[config.mk]
export PLATFORM = sky130hd
export DESIGN_NAME = midi_three_byte_message_parser
export DESIGN_NICKNAME = d
export VERILOG_FILES = /design/src/design/mtmp_pkg.sv /design/src/design/mtmp_front.sv /design/src/design/mtmp_fifo.sv /design/src/design/mtmp_back.sv /design/src/design/midi_three_byte_message_parser.sv
export VERILOG_INCLUDE_DIRS = /design/src /design/src/design
export SDC_FILE = /design/constraint.sdc
export NUM_CORES = 1
export LEC_CHECK = 0
export BUFFER_PORTS_ARGS = -buffer_cell sky130_fd_sc_hd__buf_4
export CAP_MARGIN = 15
export CELL_PAD_IN_SITES_DETAIL_PLACEMENT = 1
export CELL_PAD_IN_SITES_GLOBAL_PLACEMENT = 1
export CORE_ASPECT_RATIO = 0.9
export CORE_MARGIN = 3
export CORE_UTILIZATION = 47
export CTS_CLUSTER_DIAMETER = 30
export DETAILED_ROUTE_END_ITERATION = 16
export PLACE_DENSITY = 0.83
export SLEW_MARGIN = 0
export SYNTH_ARGS = -nofsm -noshare
export SYNTH_HDL_FRONTEND = slang
export SYNTH_HIERARCHICAL = 1
export SYNTH_SLANG_ARGS = --single-unit
[constraint.sdc]
create_clock -name clk -period 9.3 [get_ports clk]
set_input_delay 0.93 -clock clk [delete_from_list [all_inputs] [get_ports clk]]
set_output_delay 0.93 -clock clk [all_outputs]
set_load 0.01 [all_outputs]
[src/design/assert_macros.svh]
// Assertion macros shared by the three-byte message parser RTL.
// Depends on nothing; compiled away when SYNTHESIS is defined.
`ifndef ASSERT_MACROS_SVH
`define ASSERT_MACROS_SVH
`ifndef SYNTHESIS
// a holds in a cycle -> b holds in the same cycle
`define ASSERT_IMPLY(label, clk, rst_n, a, b) \
    label: assert property (@(posedge clk) disable iff (!rst_n) (a) |-> (b)) \
        else $error("assertion failed");
// a holds in a cycle -> b holds in the next cycle
`define ASSERT_NEXT(label, clk, rst_n, a, b) \
    label: assert property (@(posedge clk) disable iff (!rst_n) (a) |=> (b)) \
        else $error("assertion failed");
`else
`define ASSERT_IMPLY(label, clk, rst_n, a, b)
`define ASSERT_NEXT(label, clk, rst_n, a, b)
`endif
`endif

[src/design/mtmp_pkg.sv]
// Types and constants of the three-byte message parser.
// Used by every module of the block; depends on nothing.
`timescale 1ns / 1ps

package mtmp_pkg;

    localparam logic [7:0] STATUS_FLAG     = 8'h80;
    localparam logic [7:0] HI_NIBBLE_MASK  = 8'hF0;
    localparam logic [7:0] LO_NIBBLE_MASK  = 8'h0F;
    localparam logic [7:0] STATUS_NOTE_OFF = 8'h80;
    localparam logic [7:0] STATUS_NOTE_ON  = 8'h90;
    localparam logic [7:0] STATUS_CTRL     = 8'hB0;

    localparam logic [1:0] POS_STATUS = 2'd0;
    localparam logic [1:0] POS_DATA1  = 2'd1;
    localparam logic [1:0] POS_DATA2  = 2'd2;

    localparam int CMD_DEPTH = 2;

    typedef enum logic [1:0] {
        KIND_ON    = 2'd0,
        KIND_OFF   = 2'd1,
        KIND_CC    = 2'd2,
        KIND_OTHER = 2'd3
    } kind_t;

    typedef enum logic [1:0] {
        OP_NONE    = 2'd0,
        OP_ADD_ON  = 2'd1,
        OP_ADD_OFF = 2'd2
    } acc_op_t;

    typedef struct packed {
        logic [1:0] port;
        logic [7:0] rx_byte;
    } in_item_t;

    typedef struct packed {
        logic [1:0]  event_port;
        logic [1:0]  event_kind;
        logic [3:0]  midi_channel;
        logic [7:0]  first_data;
        logic [7:0]  second_data;
        logic [7:0]  status_byte;
        logic [15:0] on_accumulator;
        logic [15:0] off_accumulator;
    } out_item_t;

    // classified message handed from the front to the back
    typedef struct packed {
        logic [1:0] port;
        kind_t      kind;
        acc_op_t    op;
        logic [3:0] channel;
        logic [7:0] first_data;
        logic [7:0] second_data;
        logic [7:0] status_byte;
    } msg_t;

endpackage

[src/design/mtmp_front.sv]
// Front end: per-port byte position and message buffer, message classification.
// Depends on mtmp_pkg.
`timescale 1ns / 1ps

module mtmp_front #(
    parameter int NUM_PORTS = 3
) (
    input  logic              clk,
    input  logic              rst_n,
    input  logic              accept,
    input  mtmp_pkg::in_item_t request,
    output logic              msg_push,
    output mtmp_pkg::msg_t    msg
);
    import mtmp_pkg::*;

    localparam int PIDX_W = (NUM_PORTS > 1) ? $clog2(NUM_PORTS) : 1;

    logic [1:0]        pos_reg    [NUM_PORTS];
    logic [7:0]        status_reg [NUM_PORTS];
    logic [7:0]        data1_reg  [NUM_PORTS];

    logic [PIDX_W-1:0] pidx;
    logic              in_range;
    logic              is_status;
    logic [1:0]        cur_pos;
    logic [1:0]        new_pos;
    logic              complete;
    logic [7:0]        status;

    assign pidx      = PIDX_W'(request.port);
    assign in_range  = (int'(request.port) < NUM_PORTS);
    assign is_status = (request.rx_byte & STATUS_FLAG) != 8'h00;
    assign cur_pos   = in_range ? pos_reg[pidx] : POS_STATUS;
    assign status    = in_range ? status_reg[pidx] : 8'h00;

    always_comb
    begin
        if (is_status)
        begin
            new_pos = POS_STATUS;
        end
        else if (cur_pos == POS_DATA2)
        begin
            new_pos = POS_DATA2;
        end
        else
        begin
            new_pos = cur_pos + 2'd1;
        end
    end

    assign complete = accept && in_range && (new_pos == POS_DATA2);

    always_ff @(posedge clk or negedge rst_n)
    begin
        if (!rst_n)
        begin
            for (int i = 0; i < NUM_PORTS; i++)
            begin
                pos_reg[i]    <= POS_STATUS;
                status_reg[i] <= 8'h00;
                data1_reg[i]  <= 8'h00;
            end
        end
        else if (accept && in_range)
        begin
            pos_reg[pidx] <= complete ? POS_STATUS : new_pos;
            if (new_pos == POS_STATUS)
            begin
                status_reg[pidx] <= request.rx_byte;
            end
            if (new_pos == POS_DATA1)
            begin
                data1_reg[pidx] <= request.rx_byte;
            end
        end
    end

    // classification of the completed message
    always_comb
    begin
        msg.port        = request.port;
        msg.channel     = 4'(status & LO_NIBBLE_MASK);
        msg.first_data  = in_range ? data1_reg[pidx] : 8'h00;
        msg.second_data = request.rx_byte;
        msg.status_byte = status;
        unique case (status & HI_NIBBLE_MASK)
            STATUS_NOTE_ON:
            begin
                msg.op   = OP_ADD_ON;
                msg.kind = (request.rx_byte == 8'h00) ? KIND_OFF : KIND_ON;
            end
            STATUS_NOTE_OFF:
            begin
                msg.op   = OP_ADD_OFF;
                msg.kind = KIND_OFF;
            end
            STATUS_CTRL:
            begin
                msg.op   = OP_ADD_OFF;
                msg.kind = KIND_CC;
            end
            default:
            begin
                msg.op   = OP_NONE;
                msg.kind = KIND_OTHER;
            end
        endcase
    end

    assign msg_push = complete;

endmodule

[src/design/mtmp_fifo.sv]
// Short message queue between the front end and the back end.
// Depends on mtmp_pkg.
`timescale 1ns / 1ps

module mtmp_fifo (
    input  logic           clk,
    input  logic           rst_n,
    input  logic           push,
    input  mtmp_pkg::msg_t din,
    input  logic           pop,
    output logic           full,
    output logic           valid,
    output mtmp_pkg::msg_t dout
);
    import mtmp_pkg::*;

    localparam int PTR_W = (CMD_DEPTH > 1) ? $clog2(CMD_DEPTH) : 1;
    localparam int CNT_W = $clog2(CMD_DEPTH + 1);

    msg_t             slot_reg [CMD_DEPTH];
    logic [PTR_W-1:0] wr_ptr_reg, wr_ptr_next;
    logic [PTR_W-1:0] rd_ptr_reg, rd_ptr_next;
    logic [CNT_W-1:0] count_reg, count_next;
    logic             do_push;
    logic             do_pop;

    assign full    = (count_reg == CNT_W'(CMD_DEPTH));
    assign valid   = (count_reg != '0);
    assign dout    = slot_reg[rd_ptr_reg];
    assign do_push = push && !full;
    assign do_pop  = pop && valid;

    always_comb
    begin
        wr_ptr_next = wr_ptr_reg;
        rd_ptr_next = rd_ptr_reg;
        count_next  = count_reg;
        if (do_push)
        begin
            wr_ptr_next = (wr_ptr_reg == PTR_W'(CMD_DEPTH - 1)) ? '0 : wr_ptr_reg + PTR_W'(1);
        end
        if (do_pop)
        begin
            rd_ptr_next = (rd_ptr_reg == PTR_W'(CMD_DEPTH - 1)) ? '0 : rd_ptr_reg + PTR_W'(1);
        end
        if (do_push && !do_pop)
        begin
            count_next = count_reg + CNT_W'(1);
        end
        else if (do_pop && !do_push)
        begin
            count_next = count_reg - CNT_W'(1);
        end
    end

    always_ff @(posedge clk or negedge rst_n)
    begin
        if (!rst_n)
        begin
            wr_ptr_reg <= '0;
            rd_ptr_reg <= '0;
            count_reg  <= '0;
        end
        else
        begin
            wr_ptr_reg <= wr_ptr_next;
            rd_ptr_reg <= rd_ptr_next;
            count_reg  <= count_next;
        end
    end

    always_ff @(posedge clk)
    begin
        if (do_push)
        begin
            slot_reg[wr_ptr_reg] <= din;
        end
    end

endmodule

[src/design/mtmp_back.sv]
// Back end: per-port channel accumulators and the result register.
// Depends on mtmp_pkg.
`timescale 1ns / 1ps

module mtmp_back #(
    parameter int NUM_PORTS = 3
) (
    input  logic                clk,
    input  logic                rst_n,
    input  logic                msg_valid,
    input  mtmp_pkg::msg_t      msg,
    output logic                msg_take,
    input  logic                pop,
    output logic                empty,
    output mtmp_pkg::out_item_t result
);
    import mtmp_pkg::*;

    localparam int PIDX_W = (NUM_PORTS > 1) ? $clog2(NUM_PORTS) : 1;

    logic [15:0]       on_sum_reg  [NUM_PORTS];
    logic [15:0]       off_sum_reg [NUM_PORTS];
    logic              out_valid_reg, out_valid_next;
    out_item_t         out_item_reg;

    logic [PIDX_W-1:0] pidx;
    logic [15:0]       chan_bit;
    logic [15:0]       on_new;
    logic [15:0]       off_new;

    assign pidx     = PIDX_W'(msg.port);
    assign chan_bit = 16'd1 << msg.channel;
    assign on_new   = on_sum_reg[pidx]  + ((msg.op == OP_ADD_ON)  ? chan_bit : 16'd0);
    assign off_new  = off_sum_reg[pidx] + ((msg.op == OP_ADD_OFF) ? chan_bit : 16'd0);

    assign msg_take = msg_valid && (!out_valid_reg || pop);

    always_comb
    begin
        if (msg_take)
        begin
            out_valid_next = 1'b1;
        end
        else if (pop)
        begin
            out_valid_next = 1'b0;
        end
        else
        begin
            out_valid_next = out_valid_reg;
        end
    end

    always_ff @(posedge clk or negedge rst_n)
    begin
        if (!rst_n)
        begin
            out_valid_reg <= 1'b0;
            for (int i = 0; i < NUM_PORTS; i++)
            begin
                on_sum_reg[i]  <= 16'd0;
                off_sum_reg[i] <= 16'd0;
            end
        end
        else
        begin
            out_valid_reg <= out_valid_next;
            if (msg_take)
            begin
                on_sum_reg[pidx]  <= on_new;
                off_sum_reg[pidx] <= off_new;
            end
        end
    end

    always_ff @(posedge clk)
    begin
        if (msg_take)
        begin
            out_item_reg.event_port      <= msg.port;
            out_item_reg.event_kind      <= msg.kind;
            out_item_reg.midi_channel    <= msg.channel;
            out_item_reg.first_data      <= msg.first_data;
            out_item_reg.second_data     <= msg.second_data;
            out_item_reg.status_byte     <= msg.status_byte;
            out_item_reg.on_accumulator  <= on_new;
            out_item_reg.off_accumulator <= off_new;
        end
    end

    assign empty  = !out_valid_reg;
    assign result = out_item_reg;

endmodule

[src/design/midi_three_byte_message_parser.sv]
// Top level of the three-byte MIDI channel message parser with running status.
// Depends on mtmp_pkg, mtmp_front, mtmp_fifo, mtmp_back and assert_macros.svh.
`timescale 1ns / 1ps

// Takes one received byte per request, tagged with its input port, and keeps a
// byte position and message buffer per port. A status byte restarts the
// message; the second data byte completes it, and later data bytes reuse the
// stored status (running status). Each completed message yields one result
// with its kind (note on, note off including note on with velocity zero,
// control change, other), channel, data bytes and the port's updated 16-bit
// wrapping note-on and note-off/CC channel accumulators. Bytes from a port
// index at or above NUM_PORTS are dropped. Rate: one request per cycle while
// full is low. A completed message is classified in the front, held in the
// message queue and loaded into the result register. full rises only when
// the two-entry message queue fills because results are not popped.

`include "assert_macros.svh"

module midi_three_byte_message_parser #(
    parameter int NUM_PORTS = 3
) (
    input  logic                clk,
    input  logic                rst_n,
    input  logic                push,
    output logic                full,
    input  mtmp_pkg::in_item_t  request,
    output logic                empty,
    input  logic                pop,
    output mtmp_pkg::out_item_t result
);
    import mtmp_pkg::*;

    logic accept;
    logic msg_push;
    msg_t msg_in;
    logic msg_valid;
    msg_t msg_out;
    logic msg_take;

    // a request is taken whenever the message queue has room
    assign accept = push && !full;

    // front: position tracking and classification
    mtmp_front #(
        .NUM_PORTS (NUM_PORTS)
    ) u_front (
        .clk      (clk),
        .rst_n    (rst_n),
        .accept   (accept),
        .request  (request),
        .msg_push (msg_push),
        .msg      (msg_in)
    );

    // decoupling queue between classification and accumulation
    mtmp_fifo u_fifo (
        .clk   (clk),
        .rst_n (rst_n),
        .push  (msg_push),
        .din   (msg_in),
        .pop   (msg_take),
        .full  (full),
        .valid (msg_valid),
        .dout  (msg_out)
    );

    // back: accumulators and result register
    mtmp_back #(
        .NUM_PORTS (NUM_PORTS)
    ) u_back (
        .clk       (clk),
        .rst_n     (rst_n),
        .msg_valid (msg_valid),
        .msg       (msg_out),
        .msg_take  (msg_take),
        .pop       (pop),
        .empty     (empty),
        .result    (result)
    );

    // a completed message is only produced for a request that was taken
    `ASSERT_IMPLY(a_push_needs_room, clk, rst_n, msg_push, accept)
    // a status byte never completes a message
    `ASSERT_IMPLY(a_status_no_msg, clk, rst_n, accept && request.rx_byte[7], !msg_push)
    // the back end only loads the result register when it is free or drained
    `ASSERT_IMPLY(a_take_when_free, clk, rst_n, msg_take, empty || pop)
    // a message taken by the back end is offered as a result next cycle
    `ASSERT_NEXT(a_take_shows, clk, rst_n, msg_take, !empty)

endmodule
# Yosys cells after proc, flatten, opt, wreduce, memory -nomap -nowiden
# Memory sizes are Yosys's and may differ from the RTL's.
# Cells that the tools add are included.
# Widths: inputs -> output; s select.
[totals]
reg_bits = 219
ram_bits = 68
word_cells = 118
n_memories = 1
[memory_table]
columns = ["memory", "depth", "width", "rd", "rd_clocked_by_memory_dff", "wr", "line", "source"]
rows = [
  ["u_fifo.slot_reg", 2, 34, 1, 0, 1, "mtmp_fifo.sv:20", "msg_t slot_reg [CMD_DEPTH];"],
]
[op_classes]
n_addsub = 7
n_lt_le_gt_ge = 5
eq_ne = 9
shifts = 1
muxes = 44
bitwise_logic = 2
n_reduce_logical = 22
[ops]
columns = ["op", "count"]
rows = [
  ["$mux 16", 7],
  ["$bwmux 48", 2],
  ["$bmux 16 s2", 2],
  ["$mux 8", 7],
  ["$bwmux 24", 2],
  ["$add 16x16->16", 2],
  ["$bmux 8 s2", 2],
  ["$demux 16 s2", 1],
  ["$mux 2", 9],
  ["$demux 8 s2", 1],
  ["$shl 1x4->16 const A", 1],
  ["$eq 4x4->1 const B", 3],
  ["$pmux 4 s3", 1],
  ["$logic_and 1x1->1", 10],
  ["$eq 2x2->1 const B", 4],
  ["$logic_not 8->1", 1],
  ["$mux 1", 7],
  ["$bwmux 6", 1],
  ["$ge 3x3->1 const B", 2],
  ["$lt 3x1->1 const B", 2],
  ["$not 2->3", 2],
  ["$reduce_bool 2->1", 3],
  ["$add 2x1->2 const B", 2],
  ["$bmux 2 s2", 1],
  ["other kinds (9)", 15],
]

# Logic depth before layout (Yosys ltp)
# Gate-level depths: netlist (run 1).
[depth]
ltp_word = 15
mapped_depth = 16
ltp_nobuf = 12

# Modules after synthesis
# Netlist (run 1), hierarchy kept.
[modules_own_cells]
columns = ["module", "n_inst", "cells_each", "area_per_inst_um2", "seq_area_each_um2"]
rows = [
  ["mtmp_back", 1, 841, 8376.8, 4349.2],
  ["mtmp_fifo", 1, 125, 2805.2, 2142.1],
  ["mtmp_front", 1, 215, 2676.3, 1351.3],
  ["midi_three_byte_message_parser", 1, 1, 13.8, 0.0],
]

# Worst setup path before layout (run 1)
# Ideal clock, no wire load.
[synth_timing]
kind = "input to register"
start = "input port request[9] (netlist bit)"
end = "memory u_fifo/slot_reg[0][0] (netlist bit) (enable)"
setup_time_ns = 0.425
arrival_ns = 3.901
path_slack_ns = 4.974
path_stages = 10
cell_sequence = "buf_6 nor2b_1 buf_2 buf_1 a21oi_1 ha_1 a211oi_1 and3b_1 nand2_1 nor2_1"
[synth_via]
elab_chain_cells = 13
word_cells_on_any_way = 16
[synth_rtl]
columns = ["element", "line", "source"]
rows = [
  ["from (decl)", "midi_three_byte_message_parser.sv:26", "input mtmp_pkg::in_item_t request,"],
  ["$not 2->3 (implied by the code)", "mtmp_front.sv:34", "assign cur_pos = in_range ? pos_reg[pidx] : POS_STATUS;"],
  ["$bmux 2 s2", "mtmp_front.sv:34", ""],
  ["$mux 2 (implied by the code) (2 in a row)", "mtmp_front.sv:34", ""],
  ["$mux 2", "mtmp_front.sv:34", ""],
  ["$add 2x1->2 / $eq 2x2->1 (equally long branches)", "mtmp_front.sv:49, mtmp_front.sv:43", ""],
  ["$mux 2", "mtmp_front.sv:43", "else if (cur_pos == POS_DATA2)"],
  ["$mux 2", "mtmp_front.sv:39", "if (is_status)"],
  ["$eq 2x2->1", "mtmp_front.sv:53", "assign complete = accept && in_range && (new_pos == POS_DATA2);"],
  ["$logic_and 1x1->1 (*)", "mtmp_front.sv:53", ""],
  ["named net msg_push", "midi_three_byte_message_parser.sv:34", "logic msg_push;"],
  ["$logic_and 1x1->1 (*)", "mtmp_fifo.sv:30", "assign do_push = push && !full;"],
  ["$mux 1 (*)", "mtmp_fifo.sv:74", "if (do_push)"],
  ["$mux 1 (implied by the code) (*)", "mtmp_fifo.sv:76", "slot_reg[wr_ptr_reg] <= din;"],
  ["to (decl)", "mtmp_fifo.sv:20", ""],
]
# Mark *: on every way through the listed nets, which the timed path passes. The rest lies on a longest branch. The select of a mux whose other input is x is not followed.

==> results of run 1 <==
==> critical path, stage by stage, from the launching register on <==
cell and delay (ps):
dfrtp_2 1150, mux2_4 630, nor2b_2 540, buf_4 400, nand2_1 90, o21ai_0 90, ha_1 340, a21o_1 240
o21bai_1 160, a211oi_1 870, nand2_1 190, xor2_1 230
==> kinds of logic (layout without fill, tap and decap cells) <==
| family | count (synthesis) | count (layout) |
|---|---|---|
| adder cells (fa/ha/maj) | 34 | 34 |
| multiplexers | 151 | 151 |
| AO/OA/AOI/OAI | 196 | 196 |
| XOR/XNOR | 29 | 29 |
| flip-flops | 287 | 287 |
| buffers and inverters | 98 | 213 |
| AND/OR/NAND/NOR | 387 | 387 |
==> power by group through the flow <==
stage | Clock (W) | Sequential, W | Combinational (W)
after floorplan | 0 | 0.00206 | 0.000953
after global placement | 0 | 0.00207 | 0.00135
after detailed placement | 0 | 0.00210 | 0.00143
after CTS | 0.00199 | 0.00211 | 0.00147
after global routing | 0.00205 | 0.00215 | 0.00160
final | 0.00196 | 0.00211 | 0.00146
==> Yosys cell counts (all sizes together) (8+ instances only) <==
master,instances
nand2,212
mux2i,52
and3,11
a211o,10
a21oi,33
nand4,19
xnor2,17
dfrtp,155
nor2b,10
nor3,8
a21o,11
nor2,66
clkbuf,24
o21ai,90
xor2,12
o31ai,10
inv,26
ha,32
a221oi,9
nand3,28
edfxtp,132
nand2b,9
buf,48
mux2,99
==> metal layers <==
| layer | wire (um) | global-route usage | up-vias |
|---|---|---|---|
| li1 | - | - | 4370 |
| met1 | 15900 | 0.299 | 4976 |
| met2 | 19100 | 0.421 | 291 |
| met3 | 1870 | 0.0449 | 99 |
| met4 | 1300 | 0.0963 | 0 |
| met5 | 0 | 0 | - |
==> path summary, 6_finish.rpt <==
kind	to	slack, ps	depth (start not counted)
hold / removal	u_back/off_sum_reg[0]	430	1
min in group clk	u_back/on_sum_reg[36]	470	2
hold reg to reg	u_back/on_sum_reg[36]	470	2
max in group asynchronous	u_front/status_reg[7]	7320	2
setup / recovery	u_back/result[31]	4000	11
setup reg to reg	u_back/result[31]	4000	11
==> layout make-up <==
class,instances,area share
tap,396,0.0301
clock inverter,41,0.0283
sequential,287,0.476
clock buffer,59,0.0838
timing repair buffer,87,0.0399
inverter,26,0.00593
multi-input combinational,797,0.335
==> per-stage QoR <==
step | setup slack [ps] | total power [W]
floorplan | 4970 | 0.00301
global placement | 4500 | 0.00343
detailed placement | 4350 | 0.00352
CTS | 4080 | 0.00556
global route | 3750 | 0.00581
finish | 4000 | 0.00553
==> summary.txt, run 1 <==
Run status
  – Outcome: finished clean

Floorplan
  – Vert. Die Dim: 169 um
  – Row Count: a little under 60
  – Die Wd: around 190 um
  – Die area: 31600 um^2
  – Core area: 29000 um^2
  – Starting density of the core: 0.478
  – Boundary Pins: 80

Layout
  – Max reg flops: 68
  – Filler cells: 2949
  – Commonest non-fill, non-tap cell in the layout: nand2_1
  – Commonest non-fill, non-tap cells in the layout: 211 x nand2_1, 154 x dfrtp_1, 132 x edfxtp_1
  – Core Util, Final: 0.567
  – Final Non-Filler Cells: approximately 1700
  – Cell area after layout: about 16000 um^2
  – Multi-input gate area: around 5500 um^2
  – Final #Nets: 1300
  – ANT cells: 0
  – Synth-to-layout area growth: 18.7%
  – Reg area: 7840 um^2
  – Fraction of layout cells with a size suffix above 1: 0.228

Global route
  – Grt total ovfl: 0
  – Largest net degree at the start of global routing: 80
  – Vias in the first global route: approximately 11000
  – GRT Util Overall: 0.241
  – First-pass GRT wire length: around 61000 um
  – Initial antenna violation count: 0

Power
  – Combinational power share: 0.265
  – Reg power frac: 0.381
  – P_leak: 7.24 nW
  – Sw frac: 0.333
  – Int Pwr: approximately 0.0037 W
  – Worst VDD drop: 0.000214 V
  – PwrDens: around 340 nW/um^2
  – Net Switching: 0.00184 W
  – Clk pwr share: 0.354

CTS
  – Post-CTS Setup Bufs: 0
  – Post-CTS sizing: 0
  – H-tree Lvls: 2
  – TritonCTS Buffers: 53
  – CTS Buffer Depth: 3
  – Clock slew at reported path FFs: approximately 50 ps
  – Latest clock arrival within the worst-skew pair: about 590 ps
  – CTS Hold Buffers Added: 0
  – CTS sink cnt: ~290
  – CTS root buffer: clkbuf_16
  – CTS tree: yes

Logic synthesis
  – Largest family of logic cells by synthesized area: multiplexers
  – Adder-cell area share of the yosys netlist: 0.0317
  – Synth Area in Compound Gates: 0.0916
  – Largest area contributor in the netlist: edfxtp_1
  – Synth Register Bits: between 200 and 300
  – Mapped Area: ~14000 um^2
  – EDFF count, synth: about 130
  – Synth top area cells: edfxtp_1 29%, dfrtp_1 28%, nand2_1 5.7%
  – Synth Warn #: 6
  – Share of the synthesized area in the top cell type: 0.286
  – Post-Syn Instances: ~1200
  – Multiplexer share of the synthesized area: 0.128
  – Main synth FF type: dfrtp_1
  – XOR/XNOR share of the synthesized area: 0.0183
  – Synth Area in Simple Gates: 0.126
  – Mean Syn Cell Area: 11.7 um^2
  – Yosys cell types: roughly 70
  – Synth Net Count: roughly 1200
  – Post-synthesis sequential area ratio: 0.565
  – FFs w/ async S/R, synth: 0.540

Critical path
  – Crit path max fanout: 38
  – Startpoint Class: flop
  – Worst Path Required: around 9600 ps
  – Element type at the critical path end: flop
  – Worst EP arrival: 5560 ps
  – CP startpoint: u_fifo/rd_ptr_reg
  – Setup CP Type: reg -> reg
  – FF-to-FF Start: u_fifo/rd_ptr_reg

Placement
  – DP HPWL: around 22000 um
  – Port Buf Inserts: 79
  – Placement-stage cell area: 14600 um^2
  – Placed cell count: between 1500 and 2000
  – Final Wtd Congestion: 0.933

Drt
  – Average vias per placed instance: 5.75
  – WL per Instance: 22.5 um
  – Antenna-violating nets left: 0
  – First-pass DRT Iterations: 6
  – Final wirelength: around 38000 um
  – Via Count: approximately 9700
  – Remaining DRCs: 0
  – Initial drt markers: 576

Timing
  – Worst slew pin tran: approximately 1200 ps
  – Min Tclk post-route: 5300 ps
  – Max-slew headroom: 0.190
  – Unrepaired setup endpoints after global routing: false
  – Max-slew violations: 0
  – # setup viols final: 0
  – Total negative setup slack: 0 ps
  – Final period utilization: 0.570
  – Fin Clk Skew: around 53 ps
  – Fmax: 189 MHz
  – Final Hold Fails: 0
  – Fin Hold WS: roughly 430 ps

Flow run
  – Max-Cap Viols: 0

Hold path
  – Worst hold path type: in -> async
Note: power is estimated with default switching activity, not from simulation.
==> inputs of run 2 (changes only) <==
ABC_AREA = 1   (was default)
PLACE_DENSITY = 0.86   (was 0.83)
clock period = 5.3 ns   (was 9.3 ns; I/O delays follow)
==> run 2 against run 1 <==
  * Fmax is 25% higher
  * Synthesized area down 0.31%
  * Critical path depth grew 4
  * Combinational power rose by 100%
==> summary.txt, run 2 <==
Run status
  – Outcome: finished clean

Layout
  – Commonest non-fill, non-tap cells in the layout: 594 x nand2_1, 155 x dfrtp_1, 132 x edfxtp_1
  – Commonest non-fill, non-tap cell in the layout: nand2_1
  – Final Non-Filler Cells: 2046 (+21%)
  – ANT cells: 0 (unchanged)
  – Fraction of layout cells with a size suffix above 1: 0.162 (-0.0664)
  – Synth-to-layout area growth: 19.8%
  – Max reg flops: 68 (unchanged)
  – Final #Nets: 1656 (+27%)

Placement
  – Placed cell count: 1939 (+22%)
  – DP HPWL: 26500 um (+18%)
  – Port Buf Inserts: 79 (unchanged)
  – Final Wtd Congestion: 0.879 (-5.9%)

Drt
  – Average vias per placed instance: 5.65 (-1.8%)
  – Antenna-violating nets left: 0 (unchanged)
  – Via Count: 11600 (+19%)
  – Final wirelength: 44900 um (+18%)
  – WL per Instance: 22.0 um (-2.5%)
  – First-pass DRT Iterations: 5 (-1)
  – Remaining DRCs: 0 (unchanged)
  – Initial drt markers: 1021 (+77%)

Timing
  – Fmax: 235 MHz (+25%)
  – Final Hold Fails: 0 (unchanged)
  – Min Tclk post-route: 4250 ps (-1050 ps)
  – Unrepaired setup endpoints after global routing: false
  – Max-slew violations: 0 (unchanged)
  – Worst slew pin tran: 946 ps (-269 ps)
  – Total negative setup slack: 0 ps (unchanged)
  – Final period utilization: 0.801 (+0.232)
  – Fin Clk Skew: 30.5 ps (-22.4 ps)
  – # setup viols final: 0 (unchanged)
  – Fin Hold WS: 5.91 ps (-420 ps)
  – Max-slew headroom: 0.369 (+0.179)

Logic synthesis
  – Synth cell count leaders: 594 x nand2_1, 155 x dfrtp_1, 132 x edfxtp_1, 122 x inv_1, 88 x nand3_1
  – Synth Register Bits: 287 (unchanged)
  – Largest area contributor in the netlist: edfxtp_1
  – Main synth FF type: dfrtp_1
  – Mean Syn Cell Area: 9.09 um^2 (-23%)
  – Synth Area in Compound Gates: 0.0625 (-0.0291)
  – Mapped Area: 13800 um^2 (-0.31%)
  – Synth top area cells: edfxtp_1 29%, dfrtp_1 28%, nand2_1 16%
  – Yosys cell types: 39 (-43%)
  – Largest family of logic cells by synthesized area: simple AND/OR/NAND/NOR gates
  – Multiplexer share of the synthesized area: 0 (-0.128)
  – Synth Area in Simple Gates: 0.260 (+0.134)
  – Synth Net Count: 1570 (+28%)
  – EDFF count, synth: 132 (unchanged)
  – Synth Warn #: 6 (unchanged)
  – Share of the synthesized area in the top cell type: 0.287 (+0.000879)
  – Top-count cell post-synth: nand2_1
  – Adder-cell area share of the yosys netlist: 0.0318 (+0.0000977)
  – Post-Syn Instances: 1522 (+29%)
  – XOR/XNOR share of the synthesized area: 0.00887 (-0.00944)
  – Post-synthesis sequential area ratio: 0.567 (+0.00174)
  – FFs w/ async S/R, synth: 0.540 (unchanged)

Critical path
  – Element type at the critical path end: flop
  – Worst Path Buf+Inv: 3 (+2)
  – Top cell family by delay on the critical path: simple AND/OR/NAND/NOR gates
  – Crit-path cells: buf_4, nand2_1, nand2_1, inv_1, nor2_2, buf_4, a22oi_1, o21ai_0, ha_1, or2_2, nand3_1, nand2_1, xor2_1, nand2_1, nand2_1
  – Crit path max fanout: 35 (-7.9%)
  – Worst EP arrival: 4740 ps (-820 ps)
  – Setup CP Type: reg -> reg
  – Crit-path slowest cell: xor2_1
  – Startpoint Class: flop
  – Crit path largest cell delay: 590 ps (-560 ps)
  – Top cell by count, worst path: nand2_1
  – Worst Path Required: 5800 ps (-3760 ps)

Floorplan
  – Starting density of the core: 0.486 (+0.00799)
  – Die Wd: 187 um (-0.15%)
  – Vert. Die Dim: 169 um (-0.15%)
  – Boundary Pins: 80 (unchanged)
  – Row Count: 58 (-1.7%)
  – Core area: 28400 um^2 (-1.9%)
  – Die area: 31500 um^2 (-0.29%)

Power
  – PwrDens: 620 nW/um^2 (+85%)
  – Clk pwr share: 0.360 (+0.006)
  – Int Pwr: 0.00649 W (+76%)
  – Net Switching: 0.00379 W (+110%)
  – Worst VDD drop: 0.000400 V (+87%)
  – Reg power frac: 0.352 (-0.029)
  – Combinational power share: 0.288 (+0.023)
  – Sw frac: 0.369 (+0.0352)
  – P_leak: 8.16 nW (+13%)

CTS
  – TritonCTS Buffers: 56 (+5.7%)
  – CTS sink cnt: 287 (unchanged)
  – CTS Hold Buffers Added: 0 (unchanged)
  – Clock slew at reported path FFs: 50 ps (about the same)
  – CTS tree: yes
  – Post-CTS sizing: 0 (unchanged)
  – Latest clock arrival within the worst-skew pair: 590 ps (about the same)
  – H-tree Lvls: 2 (unchanged)
  – CTS root buffer: clkbuf_16
  – Post-CTS Setup Bufs: 0 (unchanged)
  – CTS Buffer Depth: 3 (unchanged)

Global route
  – Vias in the first global route: 12600 (+16%)
  – Largest net degree at the start of global routing: 88 (+10%)
  – Grt total ovfl: 0 (unchanged)
  – Initial antenna violation count: 0 (unchanged)
  – First-pass GRT wire length: 70800 um (+17%)
  – GRT Util Overall: 0.286 (+0.0450)

Hold path
  – Worst hold path type: in -> async

Flow run
  – Max-Cap Viols: 0 (unchanged)
run 2: layout make-up:
type                    instances  area [um^2]
flip-flops and latches        287         7840
clock inverters                38          457
inverters                     137          531
multi-input cells            1035         5040
well taps                     390          488
repair buffers                 91          699
clock buffers                  68         1520
fillers                      3234        11900
run 2: cells by family (layout without fill, tap and decap cells):
family                     Yosys count  after routing
and+or+nand+nor                    842            842
xor gates and xnor gates            14             14
DFF                                287            287
adders and majority gates           34             34
AOI/OAI and AO/OA                  145            145
buffers and inverters              200            334
run 2: layer usage:
layer  up-vias  wire [um]  GRT usage
li1       5136          -          -
met5         -          0          0
met2       494      21500      0.480
met4         0       1870      0.127
met3       149       3080     0.0540
met1      5780      18400      0.366
run 2: final timing paths:
check	start	slack, ps	endpoint	cells past startpoint
max	u_fifo/rd_ptr_reg	1050	u_back/on_sum_reg[39]	15
max in group asynchronous	rst_n	4160	u_front/pos_reg[3]	2
min	rst_n	6	u_back/on_sum_reg[40]	1
max reg2reg	u_fifo/rd_ptr_reg	1050	u_back/on_sum_reg[39]	15
min reg2reg	u_front/data1_reg[23]	470	u_front/data1_reg[23]	2
min in group clk	request[5]	150	u_fifo/slot_reg[1][13]	1
run 2: power by group through the flow:
| stage | sequential [W] | clock, W | combinational (W) |
|---|---|---|---|
| 2_1_floorplan | 0.00362 | 0 | 0.00167 |
| 3_3_place_gp | 0.00356 | 0 | 0.00265 |
| 3_5_place_dp | 0.00361 | 0 | 0.00281 |
| 4_1_cts | 0.00361 | 0.00375 | 0.00293 |
| 5_1_grt | 0.00369 | 0.00387 | 0.00321 |
| 6_report | 0.00362 | 0.00370 | 0.00296 |
run 2: stage by stage:
stage	instance area [um^2]	utilization	setup slack (ps)	total power, W
floorplan	13800	-	1610	0.00529
global placement	14600	0.512	1520	0.00621
detailed placement	14600	0.512	1310	0.00642
CTS	16600	0.582	1160	0.0103
global route	16600	0.583	711	0.0108
finish	16600	0.583	1050	0.0103
